File: src/hdl/acr_pkg.sv
// Shared types and constants for the antialiased circle rasterizer.
package acr_pkg;

  localparam int SLOTS = 16;

  localparam logic [7:0] COV_FULL = 8'd255;

  localparam logic [1:0] CFG_CENTER_X = 2'd0;
  localparam logic [1:0] CFG_CENTER_Y = 2'd1;
  localparam logic [1:0] CFG_RADIUS   = 2'd2;

  typedef enum logic [2:0] {
    ST_IDLE,
    ST_MUL,
    ST_ROOT,
    ST_COV,
    ST_ISSUE
  } st_t;

  // control half of one emission job
  typedef struct packed {
    logic [SLOTS-1:0] mask;
    logic             marker;
    logic             fin;
  } job_ctl_t;

endpackage

File: src/hdl/antialiased_circle_rasterizer_core.sv
// Top level: antialiased circle rasterizer, one octant column per input beat.
// Each column beat passes the states MUL, ROOT, COV and ISSUE before its job reaches the emitter;
// the root is bit-serial (one bit per cycle); a restart with radius zero goes straight to ISSUE.
// A new column is taken only after the previous job has been handed to the emitter, which waits
// until the emitter has drained all of its up to 16 output beats; emission overlaps the next root.
// Reset (synchronous, rst_n low): configuration registers read zero, no circle active.
module antialiased_circle_rasterizer_core #(
  parameter int COORD_BITS         = 12,
  parameter int RADIUS_BITS        = 11,
  parameter int ROOT_FRACTION_BITS = 16
) (
  input  logic                        clk,
  input  logic                        rst_n,
  input  logic                        cfg_we,
  input  logic [1:0]                  cfg_index,
  input  logic [((COORD_BITS > RADIUS_BITS) ? COORD_BITS : RADIUS_BITS)-1:0] cfg_data,
  input  logic                        in_valid,
  output logic                        in_ready,
  input  logic                        in_restart,
  output logic                        out_valid,
  input  logic                        out_ready,
  output logic signed [COORD_BITS:0]  out_pixel_x,
  output logic signed [COORD_BITS:0]  out_pixel_y,
  output logic [7:0]                  out_coverage,
  output logic                        out_pixel_valid,
  output logic                        out_last_of_tick,
  output logic                        out_finished
);

  localparam int RB = RADIUS_BITS;
  localparam int FB = ROOT_FRACTION_BITS;
  localparam int YW = RB + FB;
  localparam int MW = FB + 9;

  logic [COORD_BITS-1:0] cx_r, cy_r;
  logic [RB-1:0]         radius_r;

  acr_pkg::st_t state_r, state_nxt;
  logic [RB-1:0] column_r, column_nxt;
  logic          done_r, done_nxt;
  logic [RB-1:0] x_r, x_nxt, r_r, r_nxt;

  acr_pkg::job_ctl_t job_r, job_nxt;
  logic [RB-1:0]     jdx_r, jdx_nxt, jyi_r, jyi_nxt;
  logic [7:0]        jc0_r, jc0_nxt, jc1_r, jc1_nxt;

  logic          sqrt_start, sqrt_done, emit_idle, job_load;
  logic [2*RB-1:0] radicand;
  logic [YW-1:0] root;
  logic [2*RB-1:0] prod;

  logic [RB-1:0] yi;
  logic [FB-1:0] f;
  logic [FB:0]   inv;
  logic [MW-1:0] half, s0, s1;
  logic [7:0]    c0, c1;
  logic          diag0, diag1;

  always_ff @(posedge clk) begin
    if (!rst_n) begin
      cx_r     <= '0;
      cy_r     <= '0;
      radius_r <= '0;
    end else if (cfg_we) begin
      unique case (cfg_index)
        acr_pkg::CFG_CENTER_X: cx_r     <= cfg_data[COORD_BITS-1:0];
        acr_pkg::CFG_CENTER_Y: cy_r     <= cfg_data[COORD_BITS-1:0];
        acr_pkg::CFG_RADIUS:   radius_r <= cfg_data[RB-1:0];
        default: ;
      endcase
    end
  end

  always_comb begin
    prod     = (2*RB)'(r_r - x_r) * (2*RB)'({1'b0, r_r} + {1'b0, x_r});
    radicand = (r_r > x_r) ? prod : '0;
  end

  always_comb begin
    yi    = root[YW-1:FB];
    f     = root[FB-1:0];
    inv   = {1'b1, {FB{1'b0}}} - {1'b0, f};
    half  = MW'(1) << (FB - 1);
    s0    = {inv, 8'd0} - MW'(inv) + half;
    s1    = {1'b0, f, 8'd0} - MW'(f) + half;
    c0    = s0[FB+7:FB];
    c1    = s1[FB+7:FB];
    diag0 = (x_r == yi);
    diag1 = ({1'b0, x_r} == ({1'b0, yi} + (RB+1)'(1)));
  end

  always_comb begin
    state_nxt  = state_r;
    column_nxt = column_r;
    done_nxt   = done_r;
    x_nxt      = x_r;
    r_nxt      = r_r;
    job_nxt    = job_r;
    jdx_nxt    = jdx_r;
    jyi_nxt    = jyi_r;
    jc0_nxt    = jc0_r;
    jc1_nxt    = jc1_r;
    in_ready   = 1'b0;
    sqrt_start = 1'b0;
    job_load   = 1'b0;
    unique case (state_r)
      acr_pkg::ST_IDLE: begin
        in_ready = 1'b1;
        if (in_valid) begin
          if (in_restart) begin
            column_nxt = '0;
            done_nxt   = 1'b0;
            x_nxt      = '0;
            r_nxt      = radius_r;
            if (radius_r == '0) begin
              done_nxt       = 1'b1;
              job_nxt.mask   = acr_pkg::SLOTS'(1);
              job_nxt.marker = 1'b0;
              job_nxt.fin    = 1'b1;
              jdx_nxt        = '0;
              jyi_nxt        = '0;
              jc0_nxt        = acr_pkg::COV_FULL;
              jc1_nxt        = 8'd0;
              state_nxt      = acr_pkg::ST_ISSUE;
            end else begin
              state_nxt = acr_pkg::ST_MUL;
            end
          end else if (!done_r) begin
            x_nxt     = column_r;
            r_nxt     = radius_r;
            state_nxt = acr_pkg::ST_MUL;
          end
        end
      end
      acr_pkg::ST_MUL: begin
        sqrt_start = 1'b1;
        state_nxt  = acr_pkg::ST_ROOT;
      end
      acr_pkg::ST_ROOT: begin
        if (sqrt_done) state_nxt = acr_pkg::ST_COV;
      end
      acr_pkg::ST_COV: begin
        if (x_r > yi) begin
          done_nxt       = 1'b1;
          job_nxt.mask   = '0;
          job_nxt.marker = 1'b1;
          job_nxt.fin    = 1'b1;
        end else begin
          column_nxt     = x_r + RB'(1);
          job_nxt.marker = 1'b0;
          job_nxt.fin    = 1'b0;
          job_nxt.mask   = {(c1 != 8'd0) ? {diag1 ? 4'h0 : 4'hF, 4'hF} : 8'h00,
                            (c0 != 8'd0) ? {diag0 ? 4'h0 : 4'hF, 4'hF} : 8'h00};
        end
        jdx_nxt   = x_r;
        jyi_nxt   = yi;
        jc0_nxt   = c0;
        jc1_nxt   = c1;
        state_nxt = acr_pkg::ST_ISSUE;
      end
      acr_pkg::ST_ISSUE: begin
        if (emit_idle) begin
          job_load  = 1'b1;
          state_nxt = acr_pkg::ST_IDLE;
        end
      end
      default: state_nxt = acr_pkg::ST_IDLE;
    endcase
  end

  always_ff @(posedge clk) begin
    if (!rst_n) begin
      state_r  <= acr_pkg::ST_IDLE;
      column_r <= '0;
      done_r   <= 1'b1;
      job_r    <= '0;
    end else begin
      state_r  <= state_nxt;
      column_r <= column_nxt;
      done_r   <= done_nxt;
      job_r    <= job_nxt;
    end
  end

  always_ff @(posedge clk) begin
    x_r   <= x_nxt;
    r_r   <= r_nxt;
    jdx_r <= jdx_nxt;
    jyi_r <= jyi_nxt;
    jc0_r <= jc0_nxt;
    jc1_r <= jc1_nxt;
  end

  acr_sqrt #(
    .RADIUS_BITS        (RADIUS_BITS),
    .ROOT_FRACTION_BITS (ROOT_FRACTION_BITS)
  ) u_sqrt (
    .clk      (clk),
    .rst_n    (rst_n),
    .start    (sqrt_start),
    .radicand (radicand),
    .done     (sqrt_done),
    .root     (root)
  );

  acr_emit #(
    .COORD_BITS  (COORD_BITS),
    .RADIUS_BITS (RADIUS_BITS)
  ) u_emit (
    .clk              (clk),
    .rst_n            (rst_n),
    .job_load         (job_load),
    .job              (job_r),
    .job_dx           (jdx_r),
    .job_yi           (jyi_r),
    .job_c0           (jc0_r),
    .job_c1           (jc1_r),
    .center_x         (cx_r),
    .center_y         (cy_r),
    .idle             (emit_idle),
    .out_valid        (out_valid),
    .out_ready        (out_ready),
    .out_pixel_x      (out_pixel_x),
    .out_pixel_y      (out_pixel_y),
    .out_coverage     (out_coverage),
    .out_pixel_valid  (out_pixel_valid),
    .out_last_of_tick (out_last_of_tick),
    .out_finished     (out_finished)
  );

endmodule

File: src/hdl/acr_sqrt.sv
// Digit-serial fixed-point square root, one root bit per cycle.
module acr_sqrt #(
  parameter int RADIUS_BITS        = 11,
  parameter int ROOT_FRACTION_BITS = 16
) (
  input  logic                                      clk,
  input  logic                                      rst_n,
  input  logic                                      start,
  input  logic [2*RADIUS_BITS-1:0]                  radicand,
  output logic                                      done,
  output logic [RADIUS_BITS+ROOT_FRACTION_BITS-1:0] root
);

  localparam int NW   = 2 * RADIUS_BITS;
  localparam int YW   = RADIUS_BITS + ROOT_FRACTION_BITS;
  localparam int RW   = YW + 2;
  localparam int CNTW = $clog2(YW + 1);

  logic [NW-1:0]   n_r, n_nxt;
  logic [RW-1:0]   rem_r, rem_nxt;
  logic [YW-1:0]   root_r, root_nxt;
  logic [CNTW-1:0] cnt_r, cnt_nxt;
  logic            busy_r, busy_nxt;
  logic            done_r, done_nxt;

  logic [RW-1:0] rem_sh;
  logic [RW-1:0] trial;

  always_comb begin
    rem_sh   = {rem_r[RW-3:0], n_r[NW-1:NW-2]};
    trial    = {root_r, 2'b01};
    n_nxt    = n_r;
    rem_nxt  = rem_r;
    root_nxt = root_r;
    cnt_nxt  = cnt_r;
    busy_nxt = busy_r;
    done_nxt = 1'b0;
    if (start) begin
      n_nxt    = radicand;
      rem_nxt  = '0;
      root_nxt = '0;
      cnt_nxt  = CNTW'(YW);
      busy_nxt = 1'b1;
    end else if (busy_r) begin
      n_nxt = {n_r[NW-3:0], 2'b00};
      if (rem_sh >= trial) begin
        rem_nxt  = rem_sh - trial;
        root_nxt = {root_r[YW-2:0], 1'b1};
      end else begin
        rem_nxt  = rem_sh;
        root_nxt = {root_r[YW-2:0], 1'b0};
      end
      cnt_nxt = cnt_r - 1'b1;
      if (cnt_r == CNTW'(1)) begin
        busy_nxt = 1'b0;
        done_nxt = 1'b1;
      end
    end
  end

  always_ff @(posedge clk) begin
    if (!rst_n) begin
      busy_r <= 1'b0;
      done_r <= 1'b0;
      cnt_r  <= '0;
    end else begin
      busy_r <= busy_nxt;
      done_r <= done_nxt;
      cnt_r  <= cnt_nxt;
    end
  end

  always_ff @(posedge clk) begin
    n_r    <= n_nxt;
    rem_r  <= rem_nxt;
    root_r <= root_nxt;
  end

  assign done = done_r;
  assign root = root_r;

endmodule

File: src/hdl/acr_emit.sv
// Point sequencer: walks the symmetric slots of one column into the output register.
module acr_emit #(
  parameter int COORD_BITS  = 12,
  parameter int RADIUS_BITS = 11
) (
  input  logic                        clk,
  input  logic                        rst_n,
  input  logic                        job_load,
  input  acr_pkg::job_ctl_t           job,
  input  logic [RADIUS_BITS-1:0]      job_dx,
  input  logic [RADIUS_BITS-1:0]      job_yi,
  input  logic [7:0]                  job_c0,
  input  logic [7:0]                  job_c1,
  input  logic [COORD_BITS-1:0]       center_x,
  input  logic [COORD_BITS-1:0]       center_y,
  output logic                        idle,
  output logic                        out_valid,
  input  logic                        out_ready,
  output logic signed [COORD_BITS:0]  out_pixel_x,
  output logic signed [COORD_BITS:0]  out_pixel_y,
  output logic [7:0]                  out_coverage,
  output logic                        out_pixel_valid,
  output logic                        out_last_of_tick,
  output logic                        out_finished
);

  localparam int PW = COORD_BITS + 1;
  localparam int OW = RADIUS_BITS + 1;
  localparam int SW = (PW > OW) ? PW : OW;

  logic [acr_pkg::SLOTS-1:0] mask_r, mask_nxt, mask_left;
  logic                      marker_r, marker_nxt;
  logic                      fin_r;
  logic [RADIUS_BITS-1:0]    dx_r, yi_r;
  logic [7:0]                c0_r, c1_r;
  logic                      ov_r, ov_nxt;

  logic [PW-1:0] px_r, px_nxt, py_r, py_nxt;
  logic [7:0]    cov_r, cov_nxt;
  logic          pv_r, pv_nxt, last_r, last_nxt, fin_o_r, fin_o_nxt;

  logic [3:0]    sel;
  logic [OW-1:0] dyg, dxe, ox, oy;
  logic [SW-1:0] cxe, cye, sx, sy;
  logic          take;

  always_comb begin
    sel = 4'd0;
    for (int i = acr_pkg::SLOTS - 1; i >= 0; i--) begin
      if (mask_r[i]) sel = 4'(i);
    end
  end

  always_comb begin
    dyg = sel[3] ? ({1'b0, yi_r} + OW'(1)) : {1'b0, yi_r};
    dxe = {1'b0, dx_r};
    ox  = sel[2] ? dyg : dxe;
    oy  = sel[2] ? dxe : dyg;
    cxe = SW'($signed(center_x));
    cye = SW'($signed(center_y));
    sx  = sel[0] ? (cxe - SW'(ox)) : (cxe + SW'(ox));
    sy  = sel[1] ? (cye - SW'(oy)) : (cye + SW'(oy));
  end

  assign take      = !ov_r || out_ready;
  assign mask_left = mask_r & ~(acr_pkg::SLOTS'(1) << sel);

  always_comb begin
    mask_nxt   = mask_r;
    marker_nxt = marker_r;
    ov_nxt     = ov_r;
    px_nxt     = px_r;
    py_nxt     = py_r;
    cov_nxt    = cov_r;
    pv_nxt     = pv_r;
    last_nxt   = last_r;
    fin_o_nxt  = fin_o_r;
    if (job_load) begin
      mask_nxt   = job.mask;
      marker_nxt = job.marker;
    end else if (take) begin
      if (marker_r) begin
        marker_nxt = 1'b0;
        ov_nxt     = 1'b1;
        px_nxt     = '0;
        py_nxt     = '0;
        cov_nxt    = 8'd0;
        pv_nxt     = 1'b0;
        last_nxt   = 1'b1;
        fin_o_nxt  = 1'b1;
      end else if (mask_r != '0) begin
        mask_nxt  = mask_left;
        ov_nxt    = 1'b1;
        px_nxt    = sx[PW-1:0];
        py_nxt    = sy[PW-1:0];
        cov_nxt   = sel[3] ? c1_r : c0_r;
        pv_nxt    = 1'b1;
        last_nxt  = (mask_left == '0);
        fin_o_nxt = fin_r && (mask_left == '0);
      end else begin
        ov_nxt = 1'b0;
      end
    end
  end

  always_ff @(posedge clk) begin
    if (!rst_n) begin
      mask_r   <= '0;
      marker_r <= 1'b0;
      ov_r     <= 1'b0;
    end else begin
      mask_r   <= mask_nxt;
      marker_r <= marker_nxt;
      ov_r     <= ov_nxt;
    end
  end

  always_ff @(posedge clk) begin
    if (job_load) begin
      fin_r <= job.fin;
      dx_r  <= job_dx;
      yi_r  <= job_yi;
      c0_r  <= job_c0;
      c1_r  <= job_c1;
    end
    px_r    <= px_nxt;
    py_r    <= py_nxt;
    cov_r   <= cov_nxt;
    pv_r    <= pv_nxt;
    last_r  <= last_nxt;
    fin_o_r <= fin_o_nxt;
  end

  assign idle             = (mask_r == '0) && !marker_r && !ov_r;
  assign out_valid        = ov_r;
  assign out_pixel_x      = $signed(px_r);
  assign out_pixel_y      = $signed(py_r);
  assign out_coverage     = cov_r;
  assign out_pixel_valid  = pv_r;
  assign out_last_of_tick = last_r;
  assign out_finished     = fin_o_r;

endmodule
File: config.mk
export PLATFORM = sky130hd
export DESIGN_NAME = antialiased_circle_rasterizer_core
export DESIGN_NICKNAME = d
export VERILOG_FILES = /design/src/hdl/acr_pkg.sv /design/src/hdl/antialiased_circle_rasterizer_core.sv /design/src/hdl/acr_sqrt.sv /design/src/hdl/acr_emit.sv
export SDC_FILE = /design/constraint.sdc
export NUM_CORES = 1
export LEC_CHECK = 0
export BUFFER_PORTS_ARGS = -buffer_cell sky130_fd_sc_hd__buf_4
export CAP_MARGIN = 10
export CORE_ASPECT_RATIO = 0.7
export CORE_MARGIN = 3
export CORE_UTILIZATION = 65
export DETAILED_ROUTE_END_ITERATION = 10
export PLACE_DENSITY = 0.82
export SETUP_SLACK_MARGIN = 0.5
export SYNTH_ARGS = -nofsm -noshare
export SYNTH_HDL_FRONTEND = slang
export SYNTH_SLANG_ARGS = --single-unit
File: constraint.sdc
create_clock -name clk -period 13.92 [get_ports clk]
set_clock_uncertainty 0.2 [all_clocks]
set_input_delay 0.696 -clock clk [delete_from_list [all_inputs] [get_ports clk]]
set_output_delay 0.696 -clock clk [all_outputs]
set_load 0.05 [all_outputs]
Word-level counts from Yosys, hierarchy flattened
Cells that the tools add are included.
Word-level totals
  output and inout bits: 39
  logic and storage cells: 205
  bits of input ports: 20
  register bits after elaboration: 305
Cells by class
  $mul: 1
  order comparisons: 3
  bitwise gates (word level): 5
  equal/unequal tests: 19
  mux-type cells: 92
  reductions and logical operators: 32
  add/sub/neg operators: 16
  shifts and indexed selects: 1
Operators with widths (number)
  $mux 11: 9
  $mux 8: 10
  $mux 18: 4
  $mux 4: 18
  $mux 22: 3
  $pmux 11 s2: 3
  $mux 16: 4
  $mux 13: 4
  $add 24x16->24 const B: 2
  $mux 12: 3
  $pmux 18 s2: 1
  $logic_not 16->1: 2
  $pmux 8 s2: 2
  $ge 29x29->1: 1
  $mux 27: 1
  $sub 27x27->27: 1
  $add 13x12->13: 2
  $sub 13x12->13: 2
  $add 11x1->12 const B: 2
  $sub 24x16->24: 1
  $sub 24x17->24: 1
  $gt 11x11->1: 2
  $mul 12x13->22: 1
  $mux 1: 20
  other kinds (38): 70

Longest topological paths before layout
  depth in word-level cells: 23
  depth in mapped cells: 31
  depth with buffers taken out: 30

Hierarchy
Synthesis repeated with hierarchy kept, for this count alone.
Second synthesis, totals
  cell total of the unflattened synthesis: 2560
  area, all modules: 23588.9 um^2
By module, submodules not included
  antialiased_circle_rasterizer_core: seq. area each 2942.8 um^2, area an instance 12747.2 um^2, times used 1, cells each 1421
  acr_emit: seq. area each 2642.5 um^2, area an instance 5935.7 um^2, times used 1, cells each 608
  acr_sqrt: seq. area each 1881.8 um^2, area an instance 4906.0 um^2, times used 1, cells each 531

Least setup slack after synthesis
Ideal clock, no wire load.
  path type: reg2reg
  start point: reg x_r[1]
  end point: reg u_sqrt.n_r[21], data pin
  setup slack: 6335 ps
  buffers on the path: 0
  cell stages (with the launch flop): 30
  clock period less this slack: 7585 ps
  arrival time: 7124 ps
  cell sequence: edfxtp_1 inv_1 ha_1 nor2b_1 o21ai_0 a21oi_1 o41ai_1 o21bai_1 a21oi_1 o21bai_1 a21o_1 inv_1 nand2_1 fa_1 fa_1 inv_1 fa_1 fa_1 inv_1 fa_1 inv_1 ha_1 or2_2 o221ai_1 nand3_1 a41oi_1 o21ai_0 xnor2_1 xnor2_1 o21ai_0
On the way
  word-level cells in the longest chain between the ends: 4
  elaborated cells between the ends (all ways): 6
  those cells by class: 2 x add/sub; 1 x mul; 1 x order compare; 2 x mux
Ends and longest elaborated chain
  start: declaration: line antialiased_circle_rasterizer_core.sv:41  | logic [RB-1:0] x_r, x_nxt, r_r, r_nxt;
  start signal: assignment: line antialiased_circle_rasterizer_core.sv:186  | x_r <= x_nxt;
  $sub 11x11->12 or $add 11x11->12 (tied branches): line antialiased_circle_rasterizer_core.sv:75  | prod = (2*RB)'(r_r - x_r) * (2*RB)'({1'b0, r_r} + {1'b0, x_r});
  $mul 12x13->22: line antialiased_circle_rasterizer_core.sv:75
  $mux 22 *: line antialiased_circle_rasterizer_core.sv:76  | radicand = (r_r > x_r) ? prod : '0;
  $mux 22 *: line acr_sqrt.sv:38  | if (start) begin
  named net u_sqrt.n_nxt[21]: line acr_sqrt.sv:19  | logic [NW-1:0] n_r, n_nxt;
  end signal: assignment: line acr_sqrt.sv:74  | n_r <= n_nxt;
  end: declaration: line acr_sqrt.sv:19
The timed path passes the listed nets; every way through them passes the cells marked *.
A chain may end at the register's enable or synchronous reset.

Worst setup path after layout
Same ends and word-level chain as after synthesis.

==> summary.txt <==
Setup path
  – R2r setup slk: 5370 ps
  – CP endpoint: u_sqrt.n_r[21]
  – Startpoint Class: register
  – Worst EP arrival: 8650 ps
  – Crit-path slowest cell: o41ai_1
  – Crit path required time: 14020 ps
  – Setup CP Type: reg2reg
  – CP Max Fanout: 7
  – CP Capture Type: register
  – Reg-to-reg endpoint: u_sqrt.n_r[21]
  – Max stage delay on crit path: 710 ps
  – Setup crit start: x_r[1]
  – Reg2Reg Depth: 29
  – RR Startpoint: x_r[1]

Synthesis
  – Yosys cell types: 76
  – Most used DFF post-synth: edfxtp_1
  – Syn_area_per_cell: 9.23 µm²
  – Seq/Total Area, Yosys: 32.8%
  – YS warnings: 0
  – Synth async-reset ratio: 0%
  – Post-Syn Nets: 2799
  – Cell count after synthesis: 2466
  – Post-synth EDFFs: 158
  – Post-Syn Area: 0.0228 mm²
  – Synth Register Bits: 294

Floorplan
  – Initial Util: 67.0%
  – Die height: 163 µm
  – CORE AREA: 0.0340 mm²
  – # IOs: 59
  – Std cell rows: 56
  – Die Wd: 230 µm
  – Die ar.: 0.0373 mm²

Clock network
  – Longest Clk Path Bufs: 3
  – Setup bufs post-CTS: 0
  – Clock Tree Root: clkbuf_16
  – H-tree depth: 1
  – Worst-path clk slew: 80 ps
  – # clock sinks: 294
  – Clk Latency, worst-skew pair: 570 ps
  – TritonCTS clock tree: built
  – Resize count post-CTS: 0
  – Cts bufs inserted: 29
  – Cts hold-fix bufs: 0

GRT
  – First-pass GRT wire length: 94.9 mm
  – Initial antenna violation count: 2
  – Total congestion overflow: 0
  – Vias in the first global route: 17900
  – Gr usage total: 31.5%
  – Largest net degree at the start of global routing: 81

Job
  – Maxcap violations: 0

Route
  – Drt via density: 6.15
  – DRC viols: 0
  – DRT iter0 DRCs: 1826
  – DRT Pass-1 Iters: 5
  – Drt wl/cell: 19.8 µm
  – Detail Route Antenna Nets: 0
  – Via count: 18300
  – Routed WL: 58.9 mm

STA
  – Final Cycle Share: 61.4%
  – Hold Fails Final Rpt: 0
  – Unrepaired setup endpoints after global routing: no
  – Fin crit period: 8550 ps
  – Worst-Margin Slew: 1270 ps
  – Final setup vio count: 0
  – FMAX: 117 MHz
  – Setup TNS: 0 ps
  – Rel. slew slack: 14.9%
  – Max Slew Vio Count: 0

Placed design
  – I/O Buffers: 58
  – Final GP Congestion: 0.990
  – Final HPWL DP: 44.9 mm
  – Area of placed instances: 0.0236 mm²

Layout
  – Highest-count cells in the layout ignoring fill and taps: inv_1 (249), nand2_1 (208), ha_1 (208), nor2_1 (193), edfxtp_1 (158)
  – Nets: 2813
  – Most common cell after layout, fill and taps aside: inv_1
  – Share of cells above drive strength 1: 6.39%
  – Area grow syn2layout: 8.01%
  – Post-route cell area: 0.0246 mm²

Worst hold path
  – HP Class: reg2reg

Outcome
  – Outcome: finished, final reports clean
[metrics by stage]
step	utilization (%)	hold WS (ps)	instances	setup slack [ps]
final	72.3	217	2968	5370
after floorplan	-	200	2466	6340
after global placement	69.4	201	2912	5690
after CTS	72.3	210	2965	5450
after global routing	72.3	220	2968	4850
after detailed placement	69.4	205	2912	5490
[worst min-delay path by stage]
| stage | from | to | slack (ps) | depth (start not counted) |
|---|---|---|---|---|
| global route | jyi_r[0] | u_emit.yi_r[0] | 220 | 0 |
| detailed placement | jyi_r[6] | u_emit.yi_r[6] | 210 | 0 |
| finish | jc0_r[5] | u_emit.c0_r[5] | 220 | 0 |
| global placement | jc0_r[7] | u_emit.c0_r[7] | 200 | 0 |
| CTS | cfg_data[7] | radius_r[7] | 210 | 3 |
| floorplan | jc0_r[0] | u_emit.c0_r[0] | 200 | 0 |
[critical path: cells and delay by family, from the launching register on]
family / cells / cell delay, ps
adders and majority gates: 7 / 3250
buffers and inverters: 5 / 510
DFF: 1 / 560
AOI/OAI and AO/OA: 11 / 2660
and+or+nand+nor: 4 / 730
xor gates and xnor gates: 2 / 380
[synth_stat cells, types with 11 or more instances]
master,number,area [µm²]
o21a_1,23,173
nor3_1,51,255
nor4_1,13,81.3
nor2b_1,77,482
edfxtp_1,158,4740
o31ai_1,11,82.6
o21ai_0,143,716
fa_1,105,2100
nand4_1,24,150
o211ai_1,13,97.6
o21bai_1,15,113
xnor2_1,121,1060
nor2_1,194,728
a21boi_0,37,278
and2_1,38,238
a21o_1,28,210
a21oi_1,113,566
or3_1,14,87.6
a31oi_1,16,100
xor2_1,46,403
ha_1,208,2600
mux2i_1,91,911
dfxtp_1,136,2720
and3_1,20,125
nand2b_1,30,188
inv_1,249,935
nand3_1,56,280
nand2_1,208,781
clkbuf_1,83,312
[registers in the layout, indices dropped and copies added (netlist names), 7 cells and up]
signal               cells
column_r                11
u_emit.c1_r              8
jc0_r                    8
u_sqrt.n_r              22
u_emit.out_coverage      8
cx_r                    12
radius_r                11
u_emit.c0_r              8
cy_r                    12
jdx_r                   11
u_emit.out_pixel_x      13
jc1_r                    8
u_sqrt.rem_r            27
job_r                    7
x_r                     11
jyi_r                   11
u_emit.dx_r             11
u_emit.yi_r             11
u_emit.out_pixel_y      13
u_emit.mask_r           16
u_sqrt.root             27
r_r                     11
[final cells by class]
| type | instances | area, µm² |
|---|---|---|
| repair buffers | 79 | 597 |
| multi-input cells | 1827 | 14000 |
| inverters | 249 | 935 |
| clock inverters | 15 | 158 |
| well taps | 464 | 581 |
| diodes | 2 | 5.00 |
| clock buffers | 38 | 832 |
| flip-flops and latches | 294 | 7470 |
| fillers | 2560 | 9400 |
[metal layers]
metal | share of wire [%] | vias up | GRT usage, %
li1 | - | 8537 | -
met4 | 2.3 | 0 | 7.69
met3 | 9.7 | 105 | 7.48
met2 | 43 | 745 | 47.8
met1 | 45 | 8869 | 45.9
met5 | 0 | - | 0
[cell families (layout without fill, tap and decap cells)]
group,after synthesis,in the layout,synth area share [%]
buffers and inverters,345,381,5.73
other,0,2,0
muxes,95,95,4.20
adders and majority gates,314,314,20.7
and+or+nand+nor,769,769,16.5
AOI/OAI and AO/OA,482,482,13.6
DFF,294,294,32.8
xor gates and xnor gates,167,167,6.43
Power is not shown: default switching activity piles up to over one toggle a cycle in this logic, so the estimate is an artifact.
